## config.mk

```make
export PLATFORM = sky130hd
export DESIGN_NAME = rfce_queue
export DESIGN_NICKNAME = d
export VERILOG_FILES = /design/src/design/random_fern_code_encoder_macros.svh /design/src/design/rfce_pkg.sv /design/src/design/rfce_queue.sv
export SDC_FILE = /design/constraint.sdc
export NUM_CORES = 1
export LEC_CHECK = 0
export ABC_AREA = 1
export BUFFER_PORTS_ARGS = -buffer_cell sky130_fd_sc_hd__buf_2
export CAP_MARGIN = 10
export CORE_UTILIZATION = 55
export CTS_CLUSTER_DIAMETER = 40
export DETAILED_ROUTE_END_ITERATION = 10
export HOLD_SLACK_MARGIN = 0.02
export PLACE_DENSITY = 0.82
export SLEW_MARGIN = 10
export SYNTH_ARGS = -nofsm -noshare
export SYNTH_HDL_FRONTEND = slang
export SYNTH_SLANG_ARGS = --single-unit
```

## constraint.sdc

```tcl
create_clock -name clk -period 4.6 [get_ports clk]
set_input_delay 0 -clock clk [delete_from_list [all_inputs] [get_ports clk]]
set_output_delay 0 -clock clk [all_outputs]
set_load 0.05 [all_outputs]
```

## src/design/random_fern_code_encoder_macros.svh

```systemverilog
// ---------------------------------------------------------------------------
// Fern code encoder assertion macros
// Shared property wrappers, clocked on clk and disabled during arst_n.
// ---------------------------------------------------------------------------
`ifndef RANDOM_FERN_CODE_ENCODER_MACROS_SVH
`define RANDOM_FERN_CODE_ENCODER_MACROS_SVH

// Condition must hold at every clock edge out of reset.
`define RFCE_ASSERT_ALWAYS(label, cond) \
	label: assert property (@(posedge clk) disable iff (!arst_n) (cond)) \
		else $error("rfce invariant violated");

// Consequent must hold in the same cycle as the antecedent.
`define RFCE_ASSERT_IMPL(label, ante, cons) \
	label: assert property (@(posedge clk) disable iff (!arst_n) (ante) |-> (cons)) \
		else $error("rfce implication violated");

`endif

```

## src/design/rfce_pkg.sv

```systemverilog
`timescale 1ns / 1ps
// ---------------------------------------------------------------------------
// Fern code encoder package
// Sizes, field widths, codes and shared types of the encoder.
// ---------------------------------------------------------------------------
package rfce_pkg;

	localparam int MAX_FERNS     = 512;
	localparam int MAX_DECISIONS = 8;
	localparam int PIXEL_DEPTH   = 16384;
	localparam int TABLE_DEPTH   = MAX_FERNS * MAX_DECISIONS;

	localparam int TAB_AW = $clog2(TABLE_DEPTH);
	localparam int PIX_AW = $clog2(PIXEL_DEPTH);
	localparam int DEC_CW = $clog2(MAX_DECISIONS + 1);
	localparam int DEC_IW = (MAX_DECISIONS > 1) ? $clog2(MAX_DECISIONS) : 1;

	// transaction field widths
	localparam int CMD_W   = 2;
	localparam int SLOT_W  = 12;
	localparam int LOC_W   = 7;
	localparam int LEVEL_W = 16;
	localparam int PADDR_W = 14;
	localparam int FERN_W  = 9;
	localparam int CODE_W  = 8;

	// configuration register widths
	localparam int FCNT_W = 10;
	localparam int NDEC_W = 4;
	localparam int IMGW_W = 8;
	localparam int CFG_DW = 10;
	localparam int CFG_IW = 2;

	localparam int ITEM_AW_A = (SLOT_W > PADDR_W) ? SLOT_W : PADDR_W;
	localparam int ITEM_AW   = (ITEM_AW_A > FERN_W) ? ITEM_AW_A : FERN_W;
	localparam int BASE_W    = FERN_W + DEC_CW;
	localparam int IDX_W     = (BASE_W + 1 > TAB_AW) ? BASE_W + 1 : TAB_AW;
	localparam int PROD_W    = LOC_W + IMGW_W;
	localparam int PCALC_W   = PROD_W + 1;

	localparam int QUEUE_DEPTH = 4;
	localparam int Q_PW        = $clog2(QUEUE_DEPTH);

	localparam logic [CMD_W-1:0] CMD_TESTER = 2'd0;
	localparam logic [CMD_W-1:0] CMD_PIXEL  = 2'd1;
	localparam logic [CMD_W-1:0] CMD_CODE   = 2'd2;

	localparam logic [CFG_IW-1:0] REG_FERN_COUNT  = 2'd0;
	localparam logic [CFG_IW-1:0] REG_DECISIONS   = 2'd1;
	localparam logic [CFG_IW-1:0] REG_IMAGE_WIDTH = 2'd2;

	localparam logic [FCNT_W-1:0] FERN_COUNT_RST  = 10'd500;
	localparam logic [NDEC_W-1:0] DECISIONS_RST   = 4'd4;
	localparam logic [IMGW_W-1:0] IMAGE_WIDTH_RST = 8'd80;

	typedef enum logic [1:0] {
		OP_TESTER,
		OP_PIXEL,
		OP_CODE
	} op_t;

	typedef struct packed {
		op_t                        op;
		logic [ITEM_AW-1:0]         addr;
		logic [LOC_W-1:0]           col;
		logic [LOC_W-1:0]           row;
		logic signed [LEVEL_W-1:0]  level;
	} item_t;

	typedef struct packed {
		logic [LOC_W-1:0]           col;
		logic [LOC_W-1:0]           row;
		logic signed [LEVEL_W-1:0]  level;
	} tester_t;

	typedef struct packed {
		logic [FCNT_W-1:0] fern_count;
		logic [NDEC_W-1:0] decisions;
		logic [IMGW_W-1:0] image_width;
	} cfg_t;

	typedef struct packed {
		logic full;
		logic empty;
	} q_stat_t;

	typedef enum logic [1:0] {
		B_IDLE,
		B_WALK,
		B_DRAIN
	} bstate_t;

endpackage

```

## src/design/rfce_queue.sv

```systemverilog
`timescale 1ns / 1ps
// ---------------------------------------------------------------------------
// Fern code encoder item queue
// Short FIFO between front end and back end.
// ---------------------------------------------------------------------------
module rfce_queue
	import rfce_pkg::*;
(
	input  logic    clk,
	input  logic    arst_n,
	input  logic    push,
	input  item_t   push_item,
	input  logic    pop,
	output item_t   head,
	output q_stat_t q_stat
);

	item_t           slot_q [QUEUE_DEPTH];
	logic [Q_PW-1:0] wp_q;
	logic [Q_PW-1:0] rp_q;
	logic [Q_PW:0]   cnt_q;

	assign head         = slot_q[rp_q];
	assign q_stat.full  = cnt_q == (Q_PW + 1)'(QUEUE_DEPTH);
	assign q_stat.empty = cnt_q == '0;

	always_ff @(posedge clk or negedge arst_n) begin
		if (!arst_n) begin
			wp_q  <= '0;
			rp_q  <= '0;
			cnt_q <= '0;
		end else begin
			if (push) begin
				wp_q <= (wp_q == Q_PW'(QUEUE_DEPTH - 1)) ? '0 : wp_q + Q_PW'(1);
			end
			if (pop) begin
				rp_q <= (rp_q == Q_PW'(QUEUE_DEPTH - 1)) ? '0 : rp_q + Q_PW'(1);
			end
			if (push && !pop) begin
				cnt_q <= cnt_q + (Q_PW + 1)'(1);
			end else if (pop && !push) begin
				cnt_q <= cnt_q - (Q_PW + 1)'(1);
			end
		end
	end

	always_ff @(posedge clk) begin
		if (push) begin
			slot_q[wp_q] <= push_item;
		end
	end

endmodule

```

# Word-level counts from Yosys, hierarchy flattened
# Memories as Yosys holds them, arrays and structs flattened.
# Cells that the tools add are included.
# op_classes
add_sub_neg	4
mul	0
n_div	0
n_lt_le_gt_ge	0
n_eq_ne	3
shift	0
mux	6
n_bitwise	0
reduce_logical	6
# ops
op	n
2-to-1 mux 3 bit	2
adder 2 x 1 -> 2 bit (second input constant)	2
equality test 2 bit (second input constant)	2
2-to-1 mux 2 bit	2
adder 3 x 1 -> 3 bit (second input constant)	1
equality test 3 bit (second input constant)	1
logical NOT 3 bit	1
subtractor 3 x 1 -> 3 bit (second input constant)	1
logical AND 1 bit	2
logical NOT 1 bit	2
2-to-1 mux 1 bit	2
nonzero test 2 bit	1
# totals
regBits	7
latch_bits	0
mem_bits_rw	184
romBits	0
input_bits	50
out_inout_bits	48
wordCells	23
memories	1
# memory_table
memory	depth	width	rd	rd_ports_with_merged_regs	wr	line_no	source
slot_q	4	46	1	0	1	rfce_queue.sv:18	item_t slot_q [QUEUE_DEPTH];

# Longest topological paths before layout
# depth
depth_word	4
depth_mapped	9
depth_no_buf	9

# Worst setup path before layout
# No wires, ideal clock.
# synth_timing
path_kind	reg2reg
start	register wp_q[0]
end	memory slot_q[0][0] (netlist bit), enable pin
t_arrival_ns	1.561
required_ns	4.200
setup_slack_ns	2.639
stages_incl_launch_ff	5
path_buffers	0
synth_period_minus_slack_ns	1.961
path_cell_list	dfrtp_1 > inv_1 > ha_1 > nand2_1 > inv_1
# synth_rtl
element	line_no	source
start: declaration	rfce_queue.sv:19	logic [Q_PW-1:0] wp_q;
start signal: assignment	rfce_queue.sv:34	wp_q <= (wp_q == Q_PW'(QUEUE_DEPTH - 1)) ? '0 : wp_q + Q_PW'(1);
end: declaration	rfce_queue.sv:18	
# Straight into the memory's write port.

==> results.json <==
{
  "ir_drop_uv": 548,
  "drcViolationCount": 0,
  "fillers": 979,
  "start_util_pct": 56.2,
  "final_layout_size_suffix_gt1_share_pct": 17.9,
  "finalSetupViolCount": 0,
  "place_congestion": 0.745,
  "final_common_cell": "edfxtp_1",
  "num_vias": 4833,
  "synth_cells": 589,
  "crit_fanout": 48,
  "cts_resized": 0,
  "timing.max_cap.violations": 0,
  "synth_area_um2": 7770,
  "post_drt_wl_per_cell_um": 16.3,
  "max_freq_mhz": 351,
  "holdCritPathClass": "in -> reg",
  "coreArea_um2": 13800,
  "synthDistinctLibCells": 17,
  "period_share_pct": 62.0,
  "seqCellArea_um2": 5700,
  "placed_area_um2": 8260,
  "finalWorstSetupSlack_ps": 1750,
  "io_buffers": 97,
  "antenna_found_initial": 0,
  "firstDrtPassIters": 5,
  "grt_use_total_pct": 22.0,
  "grt_pass1_vias": 4956,
  "multi_input_area_um2": 1420,
  "rsz0062_at_grt": "false",
  "yosys_warnings": 0,
  "area_growth_pct": 20.0,
  "finalHoldViolations": 0,
  "slew_headroom_pct": 25.1,
  "drt_iter0_drc": 285,
  "rows": 43,
  "worstPathArrival_ps": 2850,
  "outcome": "finished clean",
  "grt_pass1_wl_um": 23700,
  "required_ps": 4600,
  "cp-start-kind": "flip-flop",
  "worst_slew_pin_slew_ps": 1120,
  "cts_tree": "done",
  "overflow": 0,
  "via_per_inst": 5.25,
  "final.setup.tns_ps": 0,
  "die_w_um": 121,
  "ys_seq_area_share_pct": 73.4,
  "cts_root_buf": "clkbuf_16",
  "period_minus_slack_ps": 2850,
  "dp_slack_ps": 2190,
  "numCtsBuffers": 17,
  "ios": 98,
  "finClkSkew_ps": 5.15,
  "ys_seq_elements": 191,
  "final_cell_mix": "edfxtp_1 (184), nand2_1 (153), inv_1 (99), buf_2 (97), o211ai_1 (92)",
  "ant_nets": 0,
  "clock_latency_ps": 430,
  "antenna_cells": 0,
  "endpoint_kind": "output pin",
  "die_area_um2": 14600,
  "grt_max_degree": 68,
  "powerDensity_nw_per_um2": 672,
  "report.final.slew_viol_count": 0,
  "path_clk_slew_ps": 60,
  "cts.path.max_buffers": 2,
  "wl_um": 15100,
  "cts-htree-levels": 4,
  "avgSynthCellArea_um2": 13.2,
  "nets": 787,
  "dpl.hpwl_um": 8050,
  "power_leakage_nw": 3.84,
  "die_h_um": 121,
  "synth_fp_nets": 646,
  "cts_sinks": 191,
  "worstSetupPathType": "reg -> out",
  "finalInstanceArea_um2": 9320
}
synth_stat cells, drive strengths merged:
library cell	n	share of area, %
buf	29	3.2
clkbuf	1	0.048
dfrtp	7	2.3
edfxtp	184	71
fa	1	0.26
ha	6	0.97
inv	105	5.1
nand2	153	7.4
nand3	1	0.064
nand4	1	0.081
nor2	2	0.097
nor3	2	0.13
o211ai	92	8.9
o21ai	4	0.26
xnor2	1	0.11
layer usage:
layer / global-route usage, % / up-vias / wire length, um
met5: 0 / - / 0
met4: 9.95 / 0 / 221
met3: 5.38 / 19 / 843
met2: 39.5 / 159 / 8030
met1: 24.7 / 2325 / 5960
li1: - / 2330 / -
cell families (layout without fill, tap and decap cells):
family | count (synthesis) | count (layout) | share of synthesized area (%)
DFF | 191 | 191 | 73.4
buffers and inverters | 135 | 287 | 8.36
xor gates and xnor gates | 1 | 1 | 0.113
adders and majority gates | 7 | 7 | 1.22
and+or+nand+nor | 159 | 159 | 7.76
AOI/OAI and AO/OA | 96 | 96 | 9.15
repair_timing:
| item | CTS | global route |
|---|---|---|
| buffers inserted | 0 | 0 |
| endpoints found under the setup margin | 0 | 0 |
| endpoints found under the hold margin | 195 | 0 |
| hold buffers | 50 | 0 |
power by group:
| part | internal (mW) | switching (mW) |
|---|---|---|
| logic | 0.553 | 1.90 |
| registers | 2.24 | 0.158 |
| clock network | 0.838 | 0.571 |
| total | 3.63 | 2.63 |
per-stage QoR:
| step | util [%] | hold slack (ps) | total power [mW] | cells |
|---|---|---|---|---|
| final | 67.4 | 318 | 6.26 | 921 |
| after global routing | 67.4 | 316 | 6.55 | 921 |
| after CTS | 67.4 | 303 | 6.30 | 921 |
| after detailed placement | 59.8 | -161 | 4.85 | 841 |
| after global placement | 59.8 | -164 | 4.78 | 841 |
| after floorplan | - | -296 | 4.37 | 589 |
flip-flops by register name, indices dropped and copies added, names as in the netlist:
signal  count
slot_q    184
cnt_q       3
rp_q        2
wp_q        2
critical path, cell delays in order (launching register included):
cell	delay [ps]
dfrtp_2	1040
inv_2	690
o211ai_1	330
nand2_1	120
buf_2	230
layout make-up:
type | instances | share of cell area [%]
clock buffer | 20 | 4.68
clock inverter | 10 | 1.30
inverter | 105 | 4.25
multi-input combinational | 263 | 15.2
sequential | 191 | 61.2
tap | 180 | 2.42
timing repair buffer | 152 | 11.0
path summary, 6_finish.rpt:
| check | start | cells past startpoint | end | slack (ps) |
|---|---|---|---|---|
| setup / recovery | rp_q[1] | 4 | head[17] | 1750 |
| hold reg to reg | cnt_q[2] | 2 | cnt_q[2] | 510 |
| setup reg to reg | rp_q[1] | 2 | rp_q[1] | 2430 |
| hold / removal | push_item[24] | 2 | slot_q[2][24] | 320 |
| max in group asynchronous | arst_n | 3 | rp_q[1] | 3830 |
| min in group asynchronous | arst_n | 3 | rp_q[0] | 510 |
(Power assumes the default switching activity.)
