### src/design/random_fern_code_encoder_macros.svh
// ---------------------------------------------------------------------------
// Fern code encoder assertion macros
// Shared property wrappers, clocked on clk and disabled during arst_n.
// ---------------------------------------------------------------------------
`ifndef RANDOM_FERN_CODE_ENCODER_MACROS_SVH
`define RANDOM_FERN_CODE_ENCODER_MACROS_SVH

// Condition must hold at every clock edge out of reset.
`define RFCE_ASSERT_ALWAYS(label, cond) \
	label: assert property (@(posedge clk) disable iff (!arst_n) (cond)) \
		else $error("rfce invariant violated");

// Consequent must hold in the same cycle as the antecedent.
`define RFCE_ASSERT_IMPL(label, ante, cons) \
	label: assert property (@(posedge clk) disable iff (!arst_n) (ante) |-> (cons)) \
		else $error("rfce implication violated");

`endif

### src/design/rfce_pkg.sv
`timescale 1ns / 1ps
// ---------------------------------------------------------------------------
// Fern code encoder package
// Sizes, field widths, codes and shared types of the encoder.
// ---------------------------------------------------------------------------
package rfce_pkg;

	localparam int MAX_FERNS     = 512;
	localparam int MAX_DECISIONS = 8;
	localparam int PIXEL_DEPTH   = 16384;
	localparam int TABLE_DEPTH   = MAX_FERNS * MAX_DECISIONS;

	localparam int TAB_AW = $clog2(TABLE_DEPTH);
	localparam int PIX_AW = $clog2(PIXEL_DEPTH);
	localparam int DEC_CW = $clog2(MAX_DECISIONS + 1);
	localparam int DEC_IW = (MAX_DECISIONS > 1) ? $clog2(MAX_DECISIONS) : 1;

	// transaction field widths
	localparam int CMD_W   = 2;
	localparam int SLOT_W  = 12;
	localparam int LOC_W   = 7;
	localparam int LEVEL_W = 16;
	localparam int PADDR_W = 14;
	localparam int FERN_W  = 9;
	localparam int CODE_W  = 8;

	// configuration register widths
	localparam int FCNT_W = 10;
	localparam int NDEC_W = 4;
	localparam int IMGW_W = 8;
	localparam int CFG_DW = 10;
	localparam int CFG_IW = 2;

	localparam int ITEM_AW_A = (SLOT_W > PADDR_W) ? SLOT_W : PADDR_W;
	localparam int ITEM_AW   = (ITEM_AW_A > FERN_W) ? ITEM_AW_A : FERN_W;
	localparam int BASE_W    = FERN_W + DEC_CW;
	localparam int IDX_W     = (BASE_W + 1 > TAB_AW) ? BASE_W + 1 : TAB_AW;
	localparam int PROD_W    = LOC_W + IMGW_W;
	localparam int PCALC_W   = PROD_W + 1;

	localparam int QUEUE_DEPTH = 4;
	localparam int Q_PW        = $clog2(QUEUE_DEPTH);

	localparam logic [CMD_W-1:0] CMD_TESTER = 2'd0;
	localparam logic [CMD_W-1:0] CMD_PIXEL  = 2'd1;
	localparam logic [CMD_W-1:0] CMD_CODE   = 2'd2;

	localparam logic [CFG_IW-1:0] REG_FERN_COUNT  = 2'd0;
	localparam logic [CFG_IW-1:0] REG_DECISIONS   = 2'd1;
	localparam logic [CFG_IW-1:0] REG_IMAGE_WIDTH = 2'd2;

	localparam logic [FCNT_W-1:0] FERN_COUNT_RST  = 10'd500;
	localparam logic [NDEC_W-1:0] DECISIONS_RST   = 4'd4;
	localparam logic [IMGW_W-1:0] IMAGE_WIDTH_RST = 8'd80;

	typedef enum logic [1:0] {
		OP_TESTER,
		OP_PIXEL,
		OP_CODE
	} op_t;

	typedef struct packed {
		op_t                        op;
		logic [ITEM_AW-1:0]         addr;
		logic [LOC_W-1:0]           col;
		logic [LOC_W-1:0]           row;
		logic signed [LEVEL_W-1:0]  level;
	} item_t;

	typedef struct packed {
		logic [LOC_W-1:0]           col;
		logic [LOC_W-1:0]           row;
		logic signed [LEVEL_W-1:0]  level;
	} tester_t;

	typedef struct packed {
		logic [FCNT_W-1:0] fern_count;
		logic [NDEC_W-1:0] decisions;
		logic [IMGW_W-1:0] image_width;
	} cfg_t;

	typedef struct packed {
		logic full;
		logic empty;
	} q_stat_t;

	typedef enum logic [1:0] {
		B_IDLE,
		B_WALK,
		B_DRAIN
	} bstate_t;

endpackage

### src/design/rfce_front.sv
`timescale 1ns / 1ps
// ---------------------------------------------------------------------------
// Fern code encoder front end
// Accepts input transactions, drops unused or out-of-range ones, and hands
// the classified items to the queue through one register stage.
// ---------------------------------------------------------------------------
module rfce_front
	import rfce_pkg::*;
(
	input  logic                       clk,
	input  logic                       arst_n,
	input  logic                       in_valid,
	output logic                       in_stall,
	input  logic [CMD_W-1:0]           command,
	input  logic [SLOT_W-1:0]          tester_slot,
	input  logic [LOC_W-1:0]           loc_x,
	input  logic [LOC_W-1:0]           loc_y,
	input  logic signed [LEVEL_W-1:0]  test_level,
	input  logic [PADDR_W-1:0]         pixel_addr,
	input  logic signed [LEVEL_W-1:0]  pixel_value,
	input  logic [FERN_W-1:0]          fern_sel,
	output logic                       push,
	output item_t                      push_item,
	input  q_stat_t                    q_stat
);

	logic  accept;
	logic  keep;
	item_t item;
	logic  valid_s1;
	item_t item_s1;

	always_comb begin
		keep = 1'b0;
		item = '0;
		case (command)
			CMD_TESTER: begin
				keep       = 32'(tester_slot) < TABLE_DEPTH;
				item.op    = OP_TESTER;
				item.addr  = ITEM_AW'(tester_slot);
				item.col   = loc_x;
				item.row   = loc_y;
				item.level = test_level;
			end
			CMD_PIXEL: begin
				keep       = 32'(pixel_addr) < PIXEL_DEPTH;
				item.op    = OP_PIXEL;
				item.addr  = ITEM_AW'(pixel_addr);
				item.level = pixel_value;
			end
			CMD_CODE: begin
				keep      = 1'b1;
				item.op   = OP_CODE;
				item.addr = ITEM_AW'(fern_sel);
			end
			default: begin
				keep = 1'b0;
			end
		endcase
	end

	assign in_stall  = valid_s1 && q_stat.full;
	assign accept    = in_valid && !in_stall;
	assign push      = valid_s1 && !q_stat.full;
	assign push_item = item_s1;

	always_ff @(posedge clk or negedge arst_n) begin
		if (!arst_n) begin
			valid_s1 <= 1'b0;
		end else if (accept) begin
			valid_s1 <= keep;
		end else if (push) begin
			valid_s1 <= 1'b0;
		end
	end

	always_ff @(posedge clk) begin
		if (accept) begin
			item_s1 <= item;
		end
	end

endmodule

### config.mk
export PLATFORM = sky130hd
export DESIGN_NAME = rfce_front
export DESIGN_NICKNAME = d
export VERILOG_FILES = /design/src/design/random_fern_code_encoder_macros.svh /design/src/design/rfce_pkg.sv /design/src/design/rfce_front.sv
export SDC_FILE = /design/constraint.sdc
export NUM_CORES = 1
export LEC_CHECK = 0
export BUFFER_PORTS_ARGS = -buffer_cell sky130_fd_sc_hd__clkbuf_2
export CAP_MARGIN = 25
export CORE_ASPECT_RATIO = 1.75
export CORE_MARGIN = 10
export CORE_UTILIZATION = 40
export CTS_BUF_LIST = sky130_fd_sc_hd__clkbuf_8
export DETAILED_ROUTE_END_ITERATION = 16
export PLACE_DENSITY = 0.77
export SYNTH_ARGS = -nofsm -noshare
export SYNTH_HDL_FRONTEND = slang
export SYNTH_SLANG_ARGS = --single-unit
### constraint.sdc
create_clock -name clk -period 3.35 [get_ports clk]
set_input_delay 0.335 -clock clk [delete_from_list [all_inputs] [get_ports clk]]
set_output_delay 0.335 -clock clk [all_outputs]
set_load 0.02 [all_outputs]
# [Word-level counts from Yosys, hierarchy flattened]
# Cells that the tools add are included.
[classes] eq_ne=2 n_mux=5 reduce_logical=8
[ops] operator="16-bit one-hot mux with 3 select lines" n=1
[ops] operator="16-bit one-hot mux with 2 select lines" n=1
[ops] operator="1-bit logical AND" n=3
[ops] operator="1-bit two-way mux" n=3
[ops] operator="3-bit OR reduction" n=1
[ops] operator="2-bit by 1-bit equality test with 1-bit output, second input constant" n=1
[ops] operator="2-bit equality test, second input constant" n=1
[ops] operator="1-bit logical NOT" n=2
[ops] operator="2-bit logical NOT" n=1
[ops] operator="2-bit nonzero test" n=1
[word_totals] register_bits=47 in_bits=88 output_inout_bits=48 wordCells=21

# [Logic depth before layout (Yosys ltp)]
# Gate-level depths: netlist (run 1).
[depth] depth_word=4 ltp_mapped=4 depth_no_buf=2

# [Least setup slack after synthesis (run 1)]
# No wires, ideal clock.
[synth_path] kind="input-to-reg" start="input port q_stat[1] (netlist bit)" end="register item_s1, in the netlist push_item[0] (enable)" setup_ns=0.454 arrival_ns=2.650 t_required_ns=2.896 slack_ns=0.245 stages=2 path_cell_list="and2_1 > nor2b_1"
[synth_via] elab_chain_cells=3
[synth_rtl] element="start: declaration" line="rfce_front.sv:24" source="input q_stat_t q_stat"
[synth_rtl] element="1-bit logical AND" line="rfce_front.sv:62" source="assign in_stall = valid_s1 && q_stat.full;"
[synth_rtl] element="1-bit logical NOT" line="rfce_front.sv:63" source="assign accept = in_valid && !in_stall;"
[synth_rtl] element="1-bit logical AND" line="rfce_front.sv:63"
[synth_rtl] element="via accept" line="rfce_front.sv:27" source="logic accept;"
[synth_rtl] element="end signal: assignment" line="rfce_front.sv:79" source="item_s1 <= item;"
[synth_rtl] element="end: declaration" line="rfce_front.sv:31" source="item_t item_s1;"
# The timed path passes the listed nets, and every way through them passes these cells.
# A chain may end at the register's enable or synchronous reset.

# [Worst setup path in the final report (run 1)]
[layout_path] start="register valid_s1" end="register item_s1, in the netlist push_item[3] (enable)"
[layout_via] elab_chain_cells=3
[layout_rtl] element="start: declaration" line="rfce_front.sv:30" source="logic valid_s1;"
[layout_rtl] element="start signal: assignment" line="rfce_front.sv:71" source="valid_s1 <= keep;"
[layout_rtl] element="1-bit logical AND" line="rfce_front.sv:62"
[layout_rtl] element="1-bit logical NOT" line="rfce_front.sv:63"
[layout_rtl] element="1-bit logical AND" line="rfce_front.sv:63"
[layout_rtl] element="via accept" line="rfce_front.sv:27"
# The timed path passes the listed nets, and every way through them passes these cells.

==> results.toml, run 1 <==
[status]
outcome = "finished clean"

[place]
routabilityCongestion = 0.751
placedCellCount = 318
place_area_sq_um = 2760
place_hpwl_um = 4620
portBuffers = 134

[grt]
grt_usage_pct = 12.6
antenna_found_initial = 0
grt_pass1_wl_um = 8360
grt_max_degree = 33
overflow = 0
grt_pass1_vias = 1730

[route]
routed_wl_um = 5530
drt_iter0_markers = 61
avgRoutedWirePerCell_um = 16.9
vias = 1550
viasPerCell = 4.74
drc = 0
dr.pass1.iters = 4
drt.antenna.violating_nets = 0

[min_path]
hold-path-cell-count = 2
hold_path_end = "valid_s1$_DFFE_PN0P_"
holdCritPathClass = "in -> reg"
hp-start = "in_valid"

[power]
ir_drop_mv = 0.359
seqPwrFrac_pct = 56.9
powerDensity_nw_per_um2 = 433
leakage_nw = 1.39
clkPwrFrac_pct = 25.1
p_sw_share_pct = 24.9
power_frac_comb_pct = 18.0
p_sw_w = 0.000308
p_int_w = 0.000926

[final_layout]
antenna_cells = 0
drive_above_1_share_pct = 53.5
fin_nets = 360
layout_common_cells = "clkbuf_2 (134), edfxtp_1 (46), mux2i_1 (28)"
layoutNonFillerInstCount = 327
design_area_sq_um = 2850
final_common_cell = "clkbuf_2"
area_growth_pct = 38.0

[die]
dieArea_sq_um = 8550
initial_core_util_pct = 41.5
die_h_um = 115
die_x_um = 74.3
row_count = 34
coreArea_sq_um = 4980
io_pins = 136

[clock_tree]
htree_num_levels = 2
cts_buffer_depth = 2
cts_tree = "done"
cts_root_buffer = "clkbuf_8"
cts_buffers = 5
cts_resized = 0
cts_hold_buf = 1
cts_sinks = 47
insertion_delay_ps = 290
clk_pin_slew_worst_paths_ps = 80
cts_setup_buffers = 0

[logic_synthesis]
ys_seq_elements = 47
syn_area_sq_um = 2060
synth_top_cell_by_area = "edfxtp_1"
yosysTopAreaCellShare_pct = 66.9
syn_inst = 136
avgSynthCellArea_sq_um = 15.2
synth_warnings = 0
synthesis.nets = 224
synth_seq_area_share_pct = 68.1
synth_cell_types = 16
synthTopCellsByArea = "edfxtp_1 (67%), mux2i_1 (14%), and2_1 (5.2%)"

[sta]
max_clock_freq_ghz = 0.589
fin_worst_skew_ps = 10.5
period_share_pct = 50.7
slew_violations = 0
setup_viol = 0
period_minus_slack_ps = 1700
hold_viol_final = 0
slew_headroom_pct = 54.5
setup-tns-final_ps = 0
worst_pin_slew_ps = 681
grt_setup_unrepaired = "no"

[setup_path]
critPathMaxFanout = 20
worstReg2RegEnd = "push_item[3]$_DFFE_PP_"
cp-end-kind = "flip-flop"
crit_required_ps = 3340
worst_r2r_path_depth = 3
reg2reg_slack_ps = 1650
crit_path_start_kind = "flip-flop"
r2r_start = "valid_s1$_DFFE_PN0P_"
critical_path_arrival_ps = 1690
crit_path_start = "valid_s1$_DFFE_PN0P_"
crit_type = "reg -> reg"

[flow_run]
cap_violations = 0
-- metal layers --
layer  up-vias  track usage (%)  share of wire (%)
li1        768                -                  -
met1       686             11.6                 33
met2        89             21.6                 50
met3         7             8.46                 16
met4         0             4.17                1.6
met5         -                0                  0
-- layout make-up --
cell class | instances | area (sq um)
Clock buffer | 5 | 68.8
Clock inverter | 3 | 12.5
Fill cell | 436 | 2130
Multi-Input combinational cell | 80 | 591
Sequential cell | 47 | 1410
Tap cell | 54 | 67.6
Timing Repair Buffer | 138 | 703
-- cells in the mapped netlist --
cell type / instances
edfxtp_1: 46
mux2i_1: 28
nor2_1: 19
and2_1: 17
o2bb2ai_1: 9
buf_2: 3
buf_6: 3
nor2b_1: 3
a21o_1: 1
and2b_4: 1
buf_4: 1
buf_8: 1
clkbuf_1: 1
dfrtp_1: 1
nand2_1: 1
nor2_2: 1
-- worst max-delay path by stage --
stage / slack [ps] / depth (start not counted) / end
4_1_cts: 1620 / 3 / push_item[3]$_DFFE_PP_
5_1_grt: 1560 / 3 / push_item[18]$_SDFFCE_PP0P_
6_report: 1650 / 3 / push_item[3]$_DFFE_PP_
2_1_floorplan: 250 / 2 / push_item[0]$_DFFE_PP_
3_5_place_dp: 1460 / 3 / push_item[31]$_DFFE_PP_
3_3_place_gp: 1480 / 3 / push_item[31]$_DFFE_PP_
-- worst max-delay path, cell delays in order, from the launching register on --
cell and delay [ps]:
dfrtp_1 390, and2_1 190, nor2b_4 490, buf_4 330
-- cells by family after synthesis --
family / share of synthesized area (%)
AOI/OAI and AO/OA: 4.18
buffers and inverters: 3.64
DFF: 68.1
muxes: 13.6
and+or+nand+nor: 10.5
-- power by group through the flow --
stage / clock [W] / sequential (W) / combinational, W
after floorplan: 0 / 0.000767 / 0.0000758
after global placement: 0 / 0.000715 / 0.000222
after detailed placement: 0 / 0.000716 / 0.000226
after CTS: 0.000322 / 0.000703 / 0.000228
after global routing: 0.000347 / 0.000706 / 0.000244
final: 0.000310 / 0.000702 / 0.000222
-- registers in the layout, indices dropped and copies added (netlist names) --
| signal | flops |
|---|---|
| push_item | 46 |
| valid_s1 | 1 |
-- metrics by stage --
stage | setup WS (ps) | util, % | hold WS, ps | total power (W)
global placement | 1480 | 55.4 | 111 | 0.000937
global route | 1560 | 57.2 | 267 | 0.00130
detailed placement | 1460 | 55.4 | 112 | 0.000942
finish | 1650 | 57.2 | 260 | 0.00123
CTS | 1620 | 57.2 | 255 | 0.00125
floorplan | 245 | - | 39.4 | 0.000843
No activity file was read; power rests on OpenSTA's default activity.
==> run 2: changes to the inputs <==
--- a/config.mk
+++ b/config.mk
@@ -5,6 +5,7 @@
 export SDC_FILE = /design/constraint.sdc
 export NUM_CORES = 1
 export LEC_CHECK = 0
+export ABC_AREA = 1
 export BUFFER_PORTS_ARGS = -buffer_cell sky130_fd_sc_hd__clkbuf_2
 export CAP_MARGIN = 25
 export CORE_ASPECT_RATIO = 1.75
==> constraint.sdc (replaced) <==
create_clock -name clk -period 1.7 [get_ports clk]
set_input_delay 0.17 -clock clk [delete_from_list [all_inputs] [get_ports clk]]
set_output_delay 0.17 -clock clk [all_outputs]
set_load 0.02 [all_outputs]
==> results.toml, run 2 <==
[route]
drt.antenna.violating_nets = 0
drc = 0
viasPerCell = 4.58
vias = 1787
drt_iter0_markers = 135
routed_wl_um = 5860
dr.pass1.iters = 4
avgRoutedWirePerCell_um = 15.0

[final_layout]
layoutNonFillerInstCount = 390
final_common_cell = "clkbuf_2"
nFillCells = 481
drive_above_1_share_pct = 44.0
fin_nets = 423
design_area_sq_um = 2850
area_growth_pct = 39.6
largest_register_ffs = 46
antenna_cells = 0
layout_common_cells = "clkbuf_2 (134), nand2_1 (71), edfxtp_1 (46)"

[die]
io_pins = 136
die_h_um = 114
initial_core_util_pct = 41.0
die_x_um = 74.0
dieArea_sq_um = 8470
row_count = 34
coreArea_sq_um = 4980

[logic_synthesis]
synth-edff-count = 46
synth_top_cell_by_area = "edfxtp_1"
muxShareOfSynthArea_pct = 0
synth.most_common_cell = "nand2_1"
synthesis.nets = 285
synthAdderAreaFrac_pct = 0
yosysTopAreaCellShare_pct = 67.7
synthTopCellsByArea = "edfxtp_1 (68%), nand2_1 (13%), nand3_1 (6.6%)"
avgSynthCellArea_sq_um = 10.4
synth-main-ff-cell = "edfxtp_1"
synthTopCellsByCount = "nand2_1 (71), edfxtp_1 (46), nand3_1 (27)"
synth_cell_types = 12
synth_seq_area_share_pct = 68.9
ys_seq_elements = 47
syn_inst = 197
synth-xor-area-share_pct = 0
synth_compound_area_share_pct = 0
syn_area_sq_um = 2040
async_flop_share_pct = 2.13
synth_top_family_by_area = "simple AND/OR/NAND/NOR gates"
synthSimpleGateAreaFrac_pct = 23.5
synth_warnings = 0

[sta]
period_share_pct = 75.1
hold_viol_final = 0
fin_worst_skew_ps = 2.69
max_clock_freq_ghz = 0.783
setup_ws_ps = 423
worst_pin_slew_ps = 394
setup-tns-final_ps = 0
slew_violations = 0
slew_headroom_pct = 73.7
setup_viol = 0
grt_setup_unrepaired = "no"
period_minus_slack_ps = 1280

[flow_run]
cap_violations = 0

[place]
place_hpwl_um = 4840
portBuffers = 134
pre_cts_ws_ps = 389
routabilityCongestion = 0.714
placedCellCount = 381
place_area_sq_um = 2760

[grt]
antenna_found_initial = 0
grt_usage_pct = 13.7
overflow = 0
grt_max_degree = 28
grt_pass1_wl_um = 8960
grt_pass1_vias = 1898

[clock_tree]
cts_buffers = 5
cts_sinks = 47
cts_tree = "done"
cts_resized = 0
htree_num_levels = 2
cts_buffer_depth = 2
insertion_delay_ps = 290
clk_pin_slew_worst_paths_ps = 80
cts_hold_buf = 1
cts_root_buffer = "clkbuf_8"
cts_setup_buffers = 0

[setup_path]
critical_path_arrival_ps = 1240
cp-end-kind = "flip-flop"
cpPeakStageDelay_ps = 380
cp_slowest_cell = "dfrtp_1"
crit_type = "reg -> reg"
critPathMaxFanout = 27
crit_path_start_kind = "flip-flop"
worstPathCellList = "nand2_1 > inv_1 > nor2_4 > buf_4"
crit_required_ps = 1660

[power]
leakage_nw = 1.51
ir_drop_mv = 0.633
powerDensity_nw_per_um2 = 859
p_total_w = 0.00245

[status]
outcome = "finished clean"

[min_path]
holdCritPathClass = "in -> reg"
==> run 2: cell types whose count changed in the layout (fill, tap and decap cells not counted), moves of 2 or more <==
cell       delta
inv_1        +19
and2_1       -17
clkinv_1      +3
nand3_1      +27
nor2b_1       -2
buf_4         +2
nand2_1      +70
mux2i_1      -28
o2bb2ai_1     -9
==> run 2: cells by family after synthesis <==
group	Yosys count
AND/OR/NAND/NOR	118
flip-flops	47
buffers and inverters	32
==> run 2: power breakdown <==
| part | total [W] | switching [W] | internal [W] |
|---|---|---|---|
| Combinational | 0.000431 | 0.000268 | 0.000162 |
| Sequential | 0.00139 | 0.0000194 | 0.00137 |
| Clock | 0.000630 | 0.000350 | 0.000279 |
| Total | 0.00245 | 0.000638 | 0.00181 |
==> run 2: stage by stage <==
stage,utilization [%],hold WS (ps)
after global routing,57.2,97.2
final,57.2,89.1
after global placement,55.4,-55.6
after floorplan,-,-126
after CTS,57.2,76.9
after detailed placement,55.4,-54.0
==> run 2: final timing paths <==
path	start	cells past startpoint	end	slack, ps
max	valid_s1$_DFFE_PN0P_	4	push_item[40]$_DFFE_PP_	420
max reg2reg	valid_s1$_DFFE_PN0P_	4	push_item[40]$_DFFE_PP_	420
min	in_valid	3	valid_s1$_DFFE_PN0P_	90
min in group asynchronous	arst_n	2	valid_s1$_DFFE_PN0P_	190
min reg2reg	valid_s1$_DFFE_PN0P_	2	valid_s1$_DFFE_PN0P_	510
max in group asynchronous	arst_n	2	valid_s1$_DFFE_PN0P_	1430
==> run 2: worst max-delay path: cells and delay by family, from the launching register on <==
family	cells	cell delay [ps]
flip-flops	1	380
AND/OR/NAND/NOR	2	150
buffers and inverters	2	390
==> run 2: layout make-up <==
class                      count  area, sq um  area share [%]
timing repair buffer         140          718            25.2
sequential                    47         1410            49.4
clock buffer                   5         68.8            2.42
clock inverter                 3         15.0           0.527
tap                           54         67.6            2.37
multi-input combinational    118          487            17.1
inverter                      23         86.3            3.03
==> run 2: per-layer routing <==
layer / part of all wire [%] / GRT usage [%]
met1: 32 / 12.3
met2: 55 / 25.0
met5: 0 / 0
met3: 10 / 5.38
met4: 3.1 / 6.62
==> run 3: changes to the inputs <==
==> constraint.sdc (replaced) <==
create_clock -name clk -period 1.2 [get_ports clk]
set_input_delay 0.12 -clock clk [delete_from_list [all_inputs] [get_ports clk]]
set_output_delay 0.12 -clock clk [all_outputs]
set_load 0.02 [all_outputs]
==> results.toml, run 3 (synthesized netlist as in run 2, its figures left out) <==
[die]
die_x_um = 74.0
die_h_um = 114
coreArea_sq_um = 4980
row_count = 34
dieArea_sq_um = 8470
initial_core_util_pct = 41.0
io_pins = 136

[status]
outcome = "finished with violations"
violations = "setup timing"

[final_layout]
antenna_cells = 0
nFillCells = 443
final_core_util_pct = 60.8
fin_nets = 431
layoutNonFillerInstCount = 397
drive_above_1_share_pct = 46.1
final_common_cell = "clkbuf_2"
area_growth_pct = 48.3
layout_common_cells = "clkbuf_2 (134), nand2_1 (70), edfxtp_1 (46)"
largest_register_ffs = 46

[clock_tree]
clk_pin_slew_worst_paths_ps = 80
insertion_delay_ps = 290
htree_num_levels = 2
cts_tree = "done"
cts_root_buffer = "clkbuf_8"
cts_sinks = 47
cts_buffers = 5
cts_buffer_depth = 2

[power]
power_frac_comb_pct = 18.6
p_sw_share_pct = 24.2
ir_drop_mv = 1.00
clkPwrFrac_pct = 28.8
powerDensity_nw_per_um2 = 1240
leakage_nw = 1.59
p_sw_w = 0.000904
p_int_w = 0.00284
seqPwrFrac_pct = 52.5

[sta]
slew_violations = 0
grt_setup_unrepaired = "yes"
worst_pin_slew_ps = 401
period_share_pct = 101
slew_headroom_pct = 73.2
setup_ws_ps = -9.76
setup-tns-final_ps = -127
hold_viol_final = 0
fin_worst_skew_ps = 3.00
setup_viol = 20
max_clock_freq_ghz = 0.827
period_minus_slack_ps = 1210

[place]
pre_cts_ws_ps = 16.8
place_hpwl_um = 4840
placedCellCount = 382
routabilityCongestion = 0.746
portBuffers = 134

[setup_path]
cp_slowest_cell = "dfrtp_1"
critical_path_arrival_ps = 1220
crit_type = "reg -> reg"
crit_required_ps = 1210
worstPathCellList = "nand2_2 > inv_2 > nor2_4 > buf_6 > buf_12"
cp-end-kind = "flip-flop"
worst_r2r_path_depth = 5
critPathMaxFanout = 13
cpPeakStageDelay_ps = 400
crit_path_start_kind = "flip-flop"

[grt]
overflow = 0
antenna_found_initial = 0
grt_pass1_vias = 1807
grt_max_degree = 29
grt_usage_pct = 13.0
grt_pass1_wl_um = 8610

[min_path]
hold-path-cell-count = 3
holdCritPathClass = "in -> reg"

[route]
dr.pass1.iters = 4
routed_wl_um = 5960
avgRoutedWirePerCell_um = 15.0
drc = 0
drt.antenna.violating_nets = 0
viasPerCell = 4.57
vias = 1813
drt_iter0_markers = 96

[flow_run]
cap_violations = 0
## run 3: power by group through the flow
stage	combinational, W	clock (W)	sequential, W
after floorplan	0.000189	0	0.00214
after global placement	0.000630	0	0.00200
after detailed placement	0.000646	0	0.00200
after CTS	0.000650	0.00111	0.00197
after global routing	0.000761	0.00116	0.00198
final	0.000697	0.00108	0.00196
## run 3: critical path, delay by kind of cell (launching register included)
family / cells / cell delay, ps
flops: 1 / 400
buf+inv: 3 / 320
simple gates: 2 / 200
## run 3: worst paths after layout
kind	slack, ps	endpoint	startpoint
min in group asynchronous	130	valid_s1$_DFFE_PN0P_	arst_n
max in group asynchronous	980	valid_s1$_DFFE_PN0P_	arst_n
hold reg to reg	650	valid_s1$_DFFE_PN0P_	valid_s1$_DFFE_PN0P_
setup / recovery	-10	push_item[19]$_SDFFCE_PP0P_	valid_s1$_DFFE_PN0P_
setup reg to reg	-10	push_item[19]$_SDFFCE_PP0P_	valid_s1$_DFFE_PN0P_
hold / removal	50	valid_s1$_DFFE_PN0P_	in_valid
## run 3: layout make-up
cell class / instances / area, sq um / area share (%)
Tap cell: 54 / 67.6 / 2.23
Timing Repair Buffer: 148 / 875 / 28.9
Inverter: 23 / 86.3 / 2.85
Clock buffer: 5 / 68.8 / 2.27
Multi-Input combinational cell: 118 / 489 / 16.2
Clock inverter: 2 / 33.8 / 1.12
Sequential cell: 47 / 1410 / 46.5
## run 3: repair_timing
action	in CTS	in global routing
buffers inserted	0	3
setup endpoints to repair	0	46
resized for setup	0	2
hold endpoints to repair	1	0
hold buffers	1	0
## run 3: layer usage
metal / part of all wire, % / global-route usage (%) / wire length [um] / up-vias
li1: - / - / - / 924
met1: 32 / 12.3 / 1910 / 807
met2: 58 / 24.6 / 3480 / 78
met3: 8.3 / 3.99 / 495 / 4
met4: 1.2 / 4.87 / 70 / 0
met5: 0 / 0 / 0 / -
## run 3: per-stage QoR
step	total power, W	area [sq um]	hold slack (ps)
after detailed placement	0.00265	2800	-104
after global placement	0.00263	2800	-104
final	0.00374	3030	51.4
after CTS	0.00372	2910	44.1
after global routing	0.00390	3030	59.4
after floorplan	0.00233	2050	-176
